==> config.mk <==
export PLATFORM = sky130hd
export DESIGN_NAME = morse_text_decoder_flat
export DESIGN_NICKNAME = d
export VERILOG_FILES = /design/src/sv/mtd_pkg.sv /design/src/sv/mtd_req_if.sv /design/src/sv/mtd_rsp_if.sv /design/src/sv/morse_text_decoder.sv /design/src/flat_wrapper.sv
export SDC_FILE = /design/constraint.sdc
export NUM_CORES = 1
export LEC_CHECK = 0
export BUFFER_PORTS_ARGS = -buffer_cell sky130_fd_sc_hd__buf_2
export CAP_MARGIN = 20
export CORE_ASPECT_RATIO = 1.25
export CORE_UTILIZATION = 60
export CTS_BUF_LIST = sky130_fd_sc_hd__clkbuf_4
export CTS_CLUSTER_SIZE = 8
export DETAILED_ROUTE_END_ITERATION = 8
export PLACE_DENSITY = 0.88
export SKIP_CTS_REPAIR_TIMING = 1
export SKIP_LAST_GASP = 1
export SYNTH_ARGS = -nofsm -noshare
export SYNTH_HDL_FRONTEND = slang
export SYNTH_SLANG_ARGS = --single-unit
export TNS_END_PERCENT = 5
==> constraint.sdc <==
create_clock -name clock -period 5.2 [get_ports clock]
set_input_delay 1.04 -clock clock [delete_from_list [all_inputs] [get_ports clock]]
set_output_delay 1.04 -clock clock [all_outputs]
set_load 0.02 [all_outputs]
==> src/sv/mtd_pkg.sv <==
// Package for the Morse text decoder: character codes and the letter table.
// No dependencies; imported by the top level.
package mtd_pkg;

   localparam logic [7:0] CharSpace = 8'h20;
   localparam logic [7:0] CharDot   = 8'h2E;
   localparam logic [7:0] CharDash  = 8'h2D;
   localparam logic [7:0] CharNone  = 8'h00;

   localparam int LenWidth     = 4;
   localparam int PatternWidth = 8;

   // Symbol i of the letter in bit i, 1 for a dash; CharNone when unmatched.
   function automatic logic [7:0] mtd_lookup(input logic [LenWidth-1:0] len,
                                             input logic [PatternWidth-1:0] bits);
      logic [7:0] chr;
      unique case ({len, bits})
         {4'd2, 8'd2}:  chr = "a";
         {4'd4, 8'd1}:  chr = "b";
         {4'd4, 8'd5}:  chr = "c";
         {4'd3, 8'd1}:  chr = "d";
         {4'd1, 8'd0}:  chr = "e";
         {4'd4, 8'd4}:  chr = "f";
         {4'd3, 8'd3}:  chr = "g";
         {4'd4, 8'd0}:  chr = "h";
         {4'd2, 8'd0}:  chr = "i";
         {4'd4, 8'd14}: chr = "j";
         {4'd3, 8'd5}:  chr = "k";
         {4'd4, 8'd2}:  chr = "l";
         {4'd2, 8'd3}:  chr = "m";
         {4'd2, 8'd1}:  chr = "n";
         {4'd3, 8'd7}:  chr = "o";
         {4'd4, 8'd6}:  chr = "p";
         {4'd4, 8'd11}: chr = "q";
         {4'd3, 8'd2}:  chr = "r";
         {4'd3, 8'd0}:  chr = "s";
         {4'd1, 8'd1}:  chr = "t";
         {4'd3, 8'd4}:  chr = "u";
         {4'd4, 8'd8}:  chr = "v";
         {4'd3, 8'd6}:  chr = "w";
         {4'd4, 8'd9}:  chr = "x";
         {4'd4, 8'd13}: chr = "y";
         {4'd4, 8'd3}:  chr = "z";
         {4'd5, 8'd31}: chr = "0";
         {4'd5, 8'd30}: chr = "1";
         {4'd5, 8'd28}: chr = "2";
         {4'd5, 8'd24}: chr = "3";
         {4'd5, 8'd16}: chr = "4";
         {4'd5, 8'd0}:  chr = "5";
         {4'd5, 8'd1}:  chr = "6";
         {4'd5, 8'd3}:  chr = "7";
         {4'd5, 8'd7}:  chr = "8";
         {4'd5, 8'd15}: chr = "9";
         {4'd6, 8'd42}: chr = ".";
         {4'd6, 8'd33}: chr = "-";
         {4'd6, 8'd51}: chr = ",";
         {4'd6, 8'd53}: chr = "!";
         {4'd6, 8'd12}: chr = "?";
         {4'd6, 8'd30}: chr = 8'h27;
         {4'd6, 8'd18}: chr = 8'h22;
         default:       chr = CharNone;
      endcase
      return chr;
   endfunction

endpackage

==> src/sv/mtd_req_if.sv <==
// Input channel of the Morse text decoder: valid/ready with one text character.
// No dependencies.
interface mtd_req_if;
   logic       valid;
   logic       ready;
   logic [7:0] code_char;
   logic       end_of_text;

   modport source (output valid, output code_char, output end_of_text, input ready);
   modport sink   (input valid, input code_char, input end_of_text, output ready);
endinterface

==> src/sv/mtd_rsp_if.sv <==
// Result channel of the Morse text decoder: valid/ready with one decoded character.
// No dependencies.
interface mtd_rsp_if;
   logic       valid;
   logic       ready;
   logic [7:0] plain_char;
   logic       unknown_code;

   modport source (output valid, output plain_char, output unknown_code, input ready);
   modport sink   (input valid, input plain_char, input unknown_code, output ready);
endinterface

==> src/sv/morse_text_decoder.sv <==
// Morse text decoder: takes one character of Morse text per item and gives one
// decoded character per finished letter or word gap. Uses mtd_pkg, mtd_req_if, mtd_rsp_if.
//
// Rate: one item per clock cycle while req_ch.ready is high. Each item updates the
// letter state and matches the table in combinational logic ahead of the result
// register, so a result appears in the cycle after its item; req_ch.ready stays high
// while the result register is empty or being drained. A space ends a letter; every
// third space in a row gives 0x20; end_of_text flushes a pending letter and clears all
// state. Unknown, overlong or stray-marked letters give 0 with unknown_code set. Spaces
// with nothing pending give no result until they make a word gap.
module morse_text_decoder
   import mtd_pkg::*;
#(
   parameter int MAX_SYMBOLS = 6
) (
   input  logic       clock,
   input  logic       reset,
   mtd_req_if.sink    req_ch,
   mtd_rsp_if.source  rsp_ch
);

   localparam int CountWidth = $clog2(MAX_SYMBOLS + 1);

   logic [MAX_SYMBOLS-1:0] pattern_ff, pattern_in;
   logic [CountWidth-1:0]  count_ff, count_in;
   logic                   bad_ff, bad_in;
   logic [1:0]             run_ff, run_in;
   logic                   rsp_valid_ff, rsp_valid_in;
   logic [7:0]             plain_ff, plain_in;
   logic                   unknown_ff, unknown_in;

   logic                   accept;
   logic                   is_space;
   logic                   is_dot;
   logic                   is_dash;
   logic [MAX_SYMBOLS-1:0] sym_pattern;
   logic [CountWidth-1:0]  sym_count;
   logic                   sym_bad;
   logic [MAX_SYMBOLS-1:0] src_pattern;
   logic [CountWidth-1:0]  src_count;
   logic                   src_bad;
   logic [7:0]             letter_char;
   logic                   pending_cur;
   logic                   pending_sym;
   logic                   word_gap;
   logic                   emit_letter;
   logic                   out_free;

   assign out_free      = !rsp_valid_ff || rsp_ch.ready;
   assign req_ch.ready  = out_free;
   assign accept        = req_ch.valid && out_free;

   assign is_space = req_ch.code_char == CharSpace;
   assign is_dot   = req_ch.code_char == CharDot;
   assign is_dash  = req_ch.code_char == CharDash;

   always_comb begin
      sym_pattern = pattern_ff;
      sym_count   = count_ff;
      sym_bad     = bad_ff;
      if (is_dot || is_dash) begin
         if (count_ff < CountWidth'(MAX_SYMBOLS)) begin
            for (int i = 0; i < MAX_SYMBOLS; i++) begin
               if (CountWidth'(i) == count_ff) begin
                  sym_pattern[i] = is_dash;
               end
            end
            sym_count = count_ff + CountWidth'(1);
         end else begin
            sym_bad = 1'b1;
         end
      end else begin
         sym_bad = 1'b1;
      end
   end

   assign pending_cur = (count_ff != '0) || bad_ff;
   assign pending_sym = (sym_count != '0) || sym_bad;

   assign src_pattern = is_space ? pattern_ff : sym_pattern;
   assign src_count   = is_space ? count_ff : sym_count;
   assign src_bad     = is_space ? bad_ff : sym_bad;

   assign letter_char = (src_bad || src_count == '0) ? CharNone :
                        mtd_lookup(LenWidth'(src_count), PatternWidth'(src_pattern));

   assign word_gap    = is_space && (run_ff == 2'd2);
   assign emit_letter = is_space ? pending_cur : (req_ch.end_of_text && pending_sym);

   always_comb begin
      pattern_in = pattern_ff;
      count_in   = count_ff;
      bad_in     = bad_ff;
      run_in     = run_ff;
      if (accept) begin
         if (req_ch.end_of_text) begin
            pattern_in = '0;
            count_in   = '0;
            bad_in     = 1'b0;
            run_in     = 2'd0;
         end else if (is_space) begin
            pattern_in = '0;
            count_in   = '0;
            bad_in     = 1'b0;
            run_in     = word_gap ? 2'd0 : run_ff + 2'd1;
         end else begin
            pattern_in = sym_pattern;
            count_in   = sym_count;
            bad_in     = sym_bad;
            run_in     = 2'd0;
         end
      end
   end

   always_comb begin
      rsp_valid_in = rsp_valid_ff;
      plain_in     = plain_ff;
      unknown_in   = unknown_ff;
      if (out_free) begin
         rsp_valid_in = accept && (emit_letter || word_gap);
         if (word_gap) begin
            plain_in   = CharSpace;
            unknown_in = 1'b0;
         end else begin
            plain_in   = letter_char;
            unknown_in = letter_char == CharNone;
         end
      end
   end

   always_ff @(posedge clock) begin
      if (reset) begin
         pattern_ff   <= '0;
         count_ff     <= '0;
         bad_ff       <= 1'b0;
         run_ff       <= 2'd0;
         rsp_valid_ff <= 1'b0;
      end else begin
         pattern_ff   <= pattern_in;
         count_ff     <= count_in;
         bad_ff       <= bad_in;
         run_ff       <= run_in;
         rsp_valid_ff <= rsp_valid_in;
      end
   end

   always_ff @(posedge clock) begin
      plain_ff   <= plain_in;
      unknown_ff <= unknown_in;
   end

   assign rsp_ch.valid        = rsp_valid_ff;
   assign rsp_ch.plain_char   = plain_ff;
   assign rsp_ch.unknown_code = unknown_ff;

endmodule

==> src/flat_wrapper.sv <==
// flat-port wrapper written by rule: the top's interface ports become plain ports
module morse_text_decoder_flat import mtd_pkg::*;
#(
   parameter int MAX_SYMBOLS = 6
)
  (clock, reset, req_ch_valid, req_ch_code_char, req_ch_end_of_text, req_ch_ready, rsp_ch_valid, rsp_ch_plain_char, rsp_ch_unknown_code, rsp_ch_ready);
  mtd_req_if req_ch_i ();
  mtd_rsp_if rsp_ch_i ();
  input  logic clock;
  input  logic reset;
  input wire logic [$bits(req_ch_i.valid)-1:0] req_ch_valid;
  input wire logic [$bits(req_ch_i.code_char)-1:0] req_ch_code_char;
  input wire logic [$bits(req_ch_i.end_of_text)-1:0] req_ch_end_of_text;
  output wire logic [$bits(req_ch_i.ready)-1:0] req_ch_ready;
  output wire logic [$bits(rsp_ch_i.valid)-1:0] rsp_ch_valid;
  output wire logic [$bits(rsp_ch_i.plain_char)-1:0] rsp_ch_plain_char;
  output wire logic [$bits(rsp_ch_i.unknown_code)-1:0] rsp_ch_unknown_code;
  input wire logic [$bits(rsp_ch_i.ready)-1:0] rsp_ch_ready;
  assign req_ch_i.valid = req_ch_valid;
  assign req_ch_i.code_char = req_ch_code_char;
  assign req_ch_i.end_of_text = req_ch_end_of_text;
  assign req_ch_ready = req_ch_i.ready;
  assign rsp_ch_valid = rsp_ch_i.valid;
  assign rsp_ch_plain_char = rsp_ch_i.plain_char;
  assign rsp_ch_unknown_code = rsp_ch_i.unknown_code;
  assign rsp_ch_i.ready = rsp_ch_ready;
  morse_text_decoder #(.MAX_SYMBOLS(MAX_SYMBOLS)) u_core (.clock(clock), .reset(reset), .req_ch(req_ch_i), .rsp_ch(rsp_ch_i));
endmodule
======== After elaboration in Yosys (flattened, before gate mapping) ========
Index checks and enable logic that the tools add are counted.
operators by class
  add/subtract/negate cells ............... 2
  $lt $le $gt $ge ......................... 1
  eq/ne operators ......................... 52
  mux-type cells .......................... 27
  reductions and logical operators ........ 16
operators by type and width
  kind                   number
  $pmux W7 S43           1
  $eq A9 B9 Y1 const B   29
  $eq A9 B8 Y1 const B   12
  $mux W6                5
  $eq A8 B6 Y1 const B   3
  $eq A9 B7 Y1 const B   2
  $mux W3                5
  $mux W1                12
  $logic_not A8 Y1       1
  $mux W7                1
  $eq A2 B3 Y1 const A   2
  $eq A3 B3 Y1 const A   2
  $logic_not A3 Y1       2
  $logic_or A1 B1 Y1     6
  $mux W2                3
  $reduce_bool A3 Y1     2
  $logic_and A1 B1 Y1    4
  $add A3 B1 Y3 const B  1
  $eq A1 B3 Y1 const A   1
  $lt A3 B3 Y1 const B   1
  $add A2 B1 Y2 const B  1
  $eq A2 B2 Y1 const B   1
  $logic_not A1 Y1       1
storage, ports and cells
  register bits ........................... 22
  input bits .............................. 13
  output and inout bits ................... 11
  word-level logic and storage cells ...... 105

======== Logic depth before layout (Yosys ltp) ========
  depth after elaboration ................. 9
  gate-level depth with buffers ........... 13
  mapped depth without buffers ............ 11

======== Least setup slack after synthesis ========
OpenSTA, ideal clock, no wires.
  path type ............................... input port to flip-flop
  start ................................... input port req_ch_code_char[7]
  end ..................................... register u_core.unknown_ff, in the netlist u_core.rsp_ch.unknown_code (data pin)
  setup time .............................. 0.264 ns
  arrival ................................. 3.648 ns
  data required time ...................... 4.936 ns
  slack ................................... 1.288 ns
  stages .................................. 9
  path buffers ............................ 0
  cell sequence ........................... or4b_4 > or4_4 > a221oi_4 > nand4_4 > a211oi_2 > a311o_1 > nand4bb_1 > nor3_1 > o41a_1
between the ends
  longest elaborated chain between the ends .. 9
  elaborated cells on any way between the ends .. 66
  classes of those cells .................. eq/ne (46); mux (15); reduce/logical (5)
RTL lines
  element                               RTL line                   RTL
  start: declaration                    flat_wrapper.sv:12         input wire logic [$bits(req_ch_i.code_char)-1:0] req_ch_code_char;
  $eq A8 B6 Y1                          morse_text_decoder.sv:55   assign is_dash = req_ch.code_char == CharDash;
  $mux W1                               morse_text_decoder.sv:64   if (CountWidth'(i) == count_ff) begin
  $mux W6                               morse_text_decoder.sv:62   if (count_ff < CountWidth'(MAX_SYMBOLS)) begin
  $mux W6                               morse_text_decoder.sv:61   if (is_dot || is_dash) begin
  $mux W6                               morse_text_decoder.sv:80   assign src_pattern = is_space ? pattern_ff : sym_pattern;
  $eq A9 B9 Y1 (tied with other cells)  mtd_pkg.sv:17              unique case ({len, bits})
  $pmux W7 S43                          mtd_pkg.sv:17
  $mux W7                               morse_text_decoder.sv:84   assign letter_char = (src_bad || src_count == '0) ? CharNone :
  $logic_not A8 Y1                      morse_text_decoder.sv:126  unknown_in = letter_char == CharNone;
  end signal: assignment                morse_text_decoder.sv:149  unknown_ff <= unknown_in;
  end: declaration                      morse_text_decoder.sv:30   logic unknown_ff, unknown_in;
Several ways; a longest one is shown, not always the timed one.
A chain may end at the register's enable or synchronous reset.

======== Worst setup path in the final report ========
Ends and elaborated chain as after synthesis.

==> impl_metrics.py <==
metrics = {
    "global_routing": {
        "grt-ovfl-total": 0,
        "track_usage": 0.3844,
        "grt_pass1_vias": 2282,
        "grt_pass1_wl_mm": 12.12,
        "antenna_found_initial": 0,
        "grt_max_degree": 18,
    },
    "yosys": {
        "synth.avg_cell_area_um2": 8.046,
        "syn_area_um2": 2390,
        "syn_inst": 297,
        "ys_types": 80,
        "synth_edf_count": 8,
        "async_reset_ff_frac": 0,
        "yosysWarnings": 0,
        "ys_seq_area_frac": 0.2094,
        "synth_nets": 315,
        "synth_top_flop_cell": "dfxtp_1",
        "synth_seq_cells": 21,
    },
    "placed_design": {
        "place_inst": 361,
        "gp_congestion": 1.029,
        "numPortBuffers": 22,
        "dp_hpwl_mm": 5.895,
    },
    "floorplan": {
        "die-height_um": 72.56,
        "die-area_um2": 4241,
        "rows": 25,
        "die_w_um": 58.45,
        "core-area_um2": 3785,
        "ios": 24,
        "start_util": 0.6314,
    },
    "clocking": {
        "cts_tree": "yes",
        "clkLatencyLatePin_ps": 310,
        "cts.reportedPaths.clkPinSlew_ps": 120,
        "h-tree-depth": 1,
        "cts_root_buffer": "clkbuf_4",
        "clock_tree.buffer_depth": 2,
        "cts_buffers": 3,
        "cts_sinks": 21,
    },
    "routing": {
        "ant_nets": 0,
        "avgRoutedWirePerCell_um": 21.44,
        "drc": 0,
        "drt-pass1-iter-count": 5,
        "routed_wl_mm": 7.824,
        "routed_via_density": 7.285,
        "vias": 2659,
        "drt_iter0_drc": 405,
    },
    "worst_setup_path": {
        "startpoint_type": "input pin",
        "path_class": "input pin to register",
        "cp-end-kind": "register",
        "crit_arrival_ps": 4530,
        "crit_required_ps": 5270,
        "worstPathMaxFanout": 13,
    },
    "status": {
        "status": "complete, no violations",
    },
    "power": {
        "power_w": 0.0002975,
        "p_leak_nw": 0.9069,
        "vdd_drop_max_v": 0.0002327,
        "power_density_nw_per_um2": 116.7,
    },
    "hold_path": {
        "hold_class": "register to register",
    },
    "timing": {
        "hold_slack_ps": 572.5,
        "setup_viol_count_final": 0,
        "rsz0062_at_grt": "no",
        "hold_viol": 0,
        "min_period_ps": 4460,
        "slew_headroom": 0.3700,
        "timing.fmax_mhz": 224.2,
        "skew_ps": 4.656,
        "maxSlewViolCount": 0,
        "tns_ps": 0,
        "finalCritPeriodShare": 0.8577,
        "tightest_slew_ps": 937.7,
    },
    "layout": {
        "area_growth_pct": 6.702,
        "final_layout_size_suffix_gt1_frac": 0.1961,
        "nNetsFinal": 330,
        "fin_cells": 365,
        "diodes": 0,
    },
    "flow_run": {
        "drv_cap": 0,
    },
}
-- power by group --
group          internal [W]  leakage (nW)  switching, W  total [W]
Sequential         0.000173         0.196    0.00000136   0.000174
Clock             0.0000299        0.0183     0.0000527  0.0000826
Combinational     0.0000117         0.692     0.0000293  0.0000410
-- metal layers --
layer | vias up | routed length [um] | GRT usage
met2 | 186 | 3946 | 0.6820
li1 | 1203 | - | -
met4 | 0 | 434 | 0.1429
met3 | 50 | 715 | 0.05526
met1 | 1220 | 2727 | 0.4646
met5 | - | 0 | 0
-- worst max-delay path, stage by stage --
cell and delay [ps]:
buf_2 120, or4b_4 660, o41ai_2 370, a21o_1 500
nand3_1 270, a2111oi_0 550, o221ai_1 340, nand3_1 190
nor3_1 80, o41a_1 410
-- worst paths after layout --
check	slack [ps]	cells past startpoint	from	endpoint
setup / recovery	740	10	req_ch_code_char[7]	u_core.rsp_ch.unknown_code
hold / removal	570	2	u_core.run_ff[0]	u_core.run_ff[0]
setup reg to reg	870	11	u_core.count_ff[0]	u_core.rsp_ch.plain_char[3]
hold reg to reg	570	2	u_core.run_ff[0]	u_core.run_ff[0]
-- metrics by stage --
step / worst slack (ps) / instance area [um^2] / util
CTS: 900.5 / 2550 / 0.6737
finish: 739.7 / 2550 / 0.6737
floorplan: 1288 / 2390 / -
global route: 621.2 / 2550 / 0.6737
global placement: 635.8 / 2521 / 0.6661
detailed placement: 570.3 / 2521 / 0.6661
-- cells in the mapped netlist (9+ instances only) --
| cell type | n | area [um^2] |
|---|---|---|
| a21oi_1 | 15 | 75.07 |
| nor2_1 | 32 | 120.1 |
| dfxtp_1 | 13 | 260.3 |
| inv_1 | 10 | 37.54 |
| a22oi_1 | 9 | 67.56 |
| nor3_1 | 16 | 80.08 |
| o21ai_0 | 13 | 65.06 |
| nand2_1 | 19 | 71.32 |
| nor4_1 | 9 | 56.30 |
| nand3_1 | 13 | 65.06 |
| clkbuf_1 | 10 | 37.54 |
-- final cells by class --
type                    count  area [um^2]
well taps                  54        67.56
clock inverters             1        6.256
flip-flops and latches     21        500.5
multi-input cells         246         1745
repair buffers             30        170.2
clock buffers               3        22.52
fillers                   329         1235
inverters                  10        37.54
-- placed cells by master, fill, tap and decap left out, types with 8 or more instances in the layout --
master	count
buf_4	8
nand4_1	8
o21ai_0	13
inv_1	10
edfxtp_1	8
nor4_1	9
buf_2	22
nor2_1	32
dfxtp_1	13
nand3_1	13
nor3_1	16
nand2_1	19
a22oi_1	9
a21oi_1	15
-- sequential cells by signal (all words and copies together), names as in the netlist --
| signal | cells |
|---|---|
| u_core.rsp_ch.plain_char | 7 |
| u_core.rsp_ch.unknown_code | 1 |
| u_core.pattern_ff | 6 |
| u_core.count_ff | 3 |
| u_core.run_ff | 2 |
| u_core.bad_ff | 1 |
| u_core.rsp_ch.valid | 1 |
-- cell families after synthesis --
logic type / count (synthesis) / synth area share
adders and majority gates: 5 / 0.02618
DFF: 21 / 0.2094
AOI/OAI and AO/OA: 99 / 0.3387
muxes: 4 / 0.02042
xor gates and xnor gates: 3 / 0.01100
and+or+nand+nor: 134 / 0.3325
other: 1 / 0.001569
buffers and inverters: 30 / 0.06021
No activity file was read; power rests on OpenSTA's default activity.
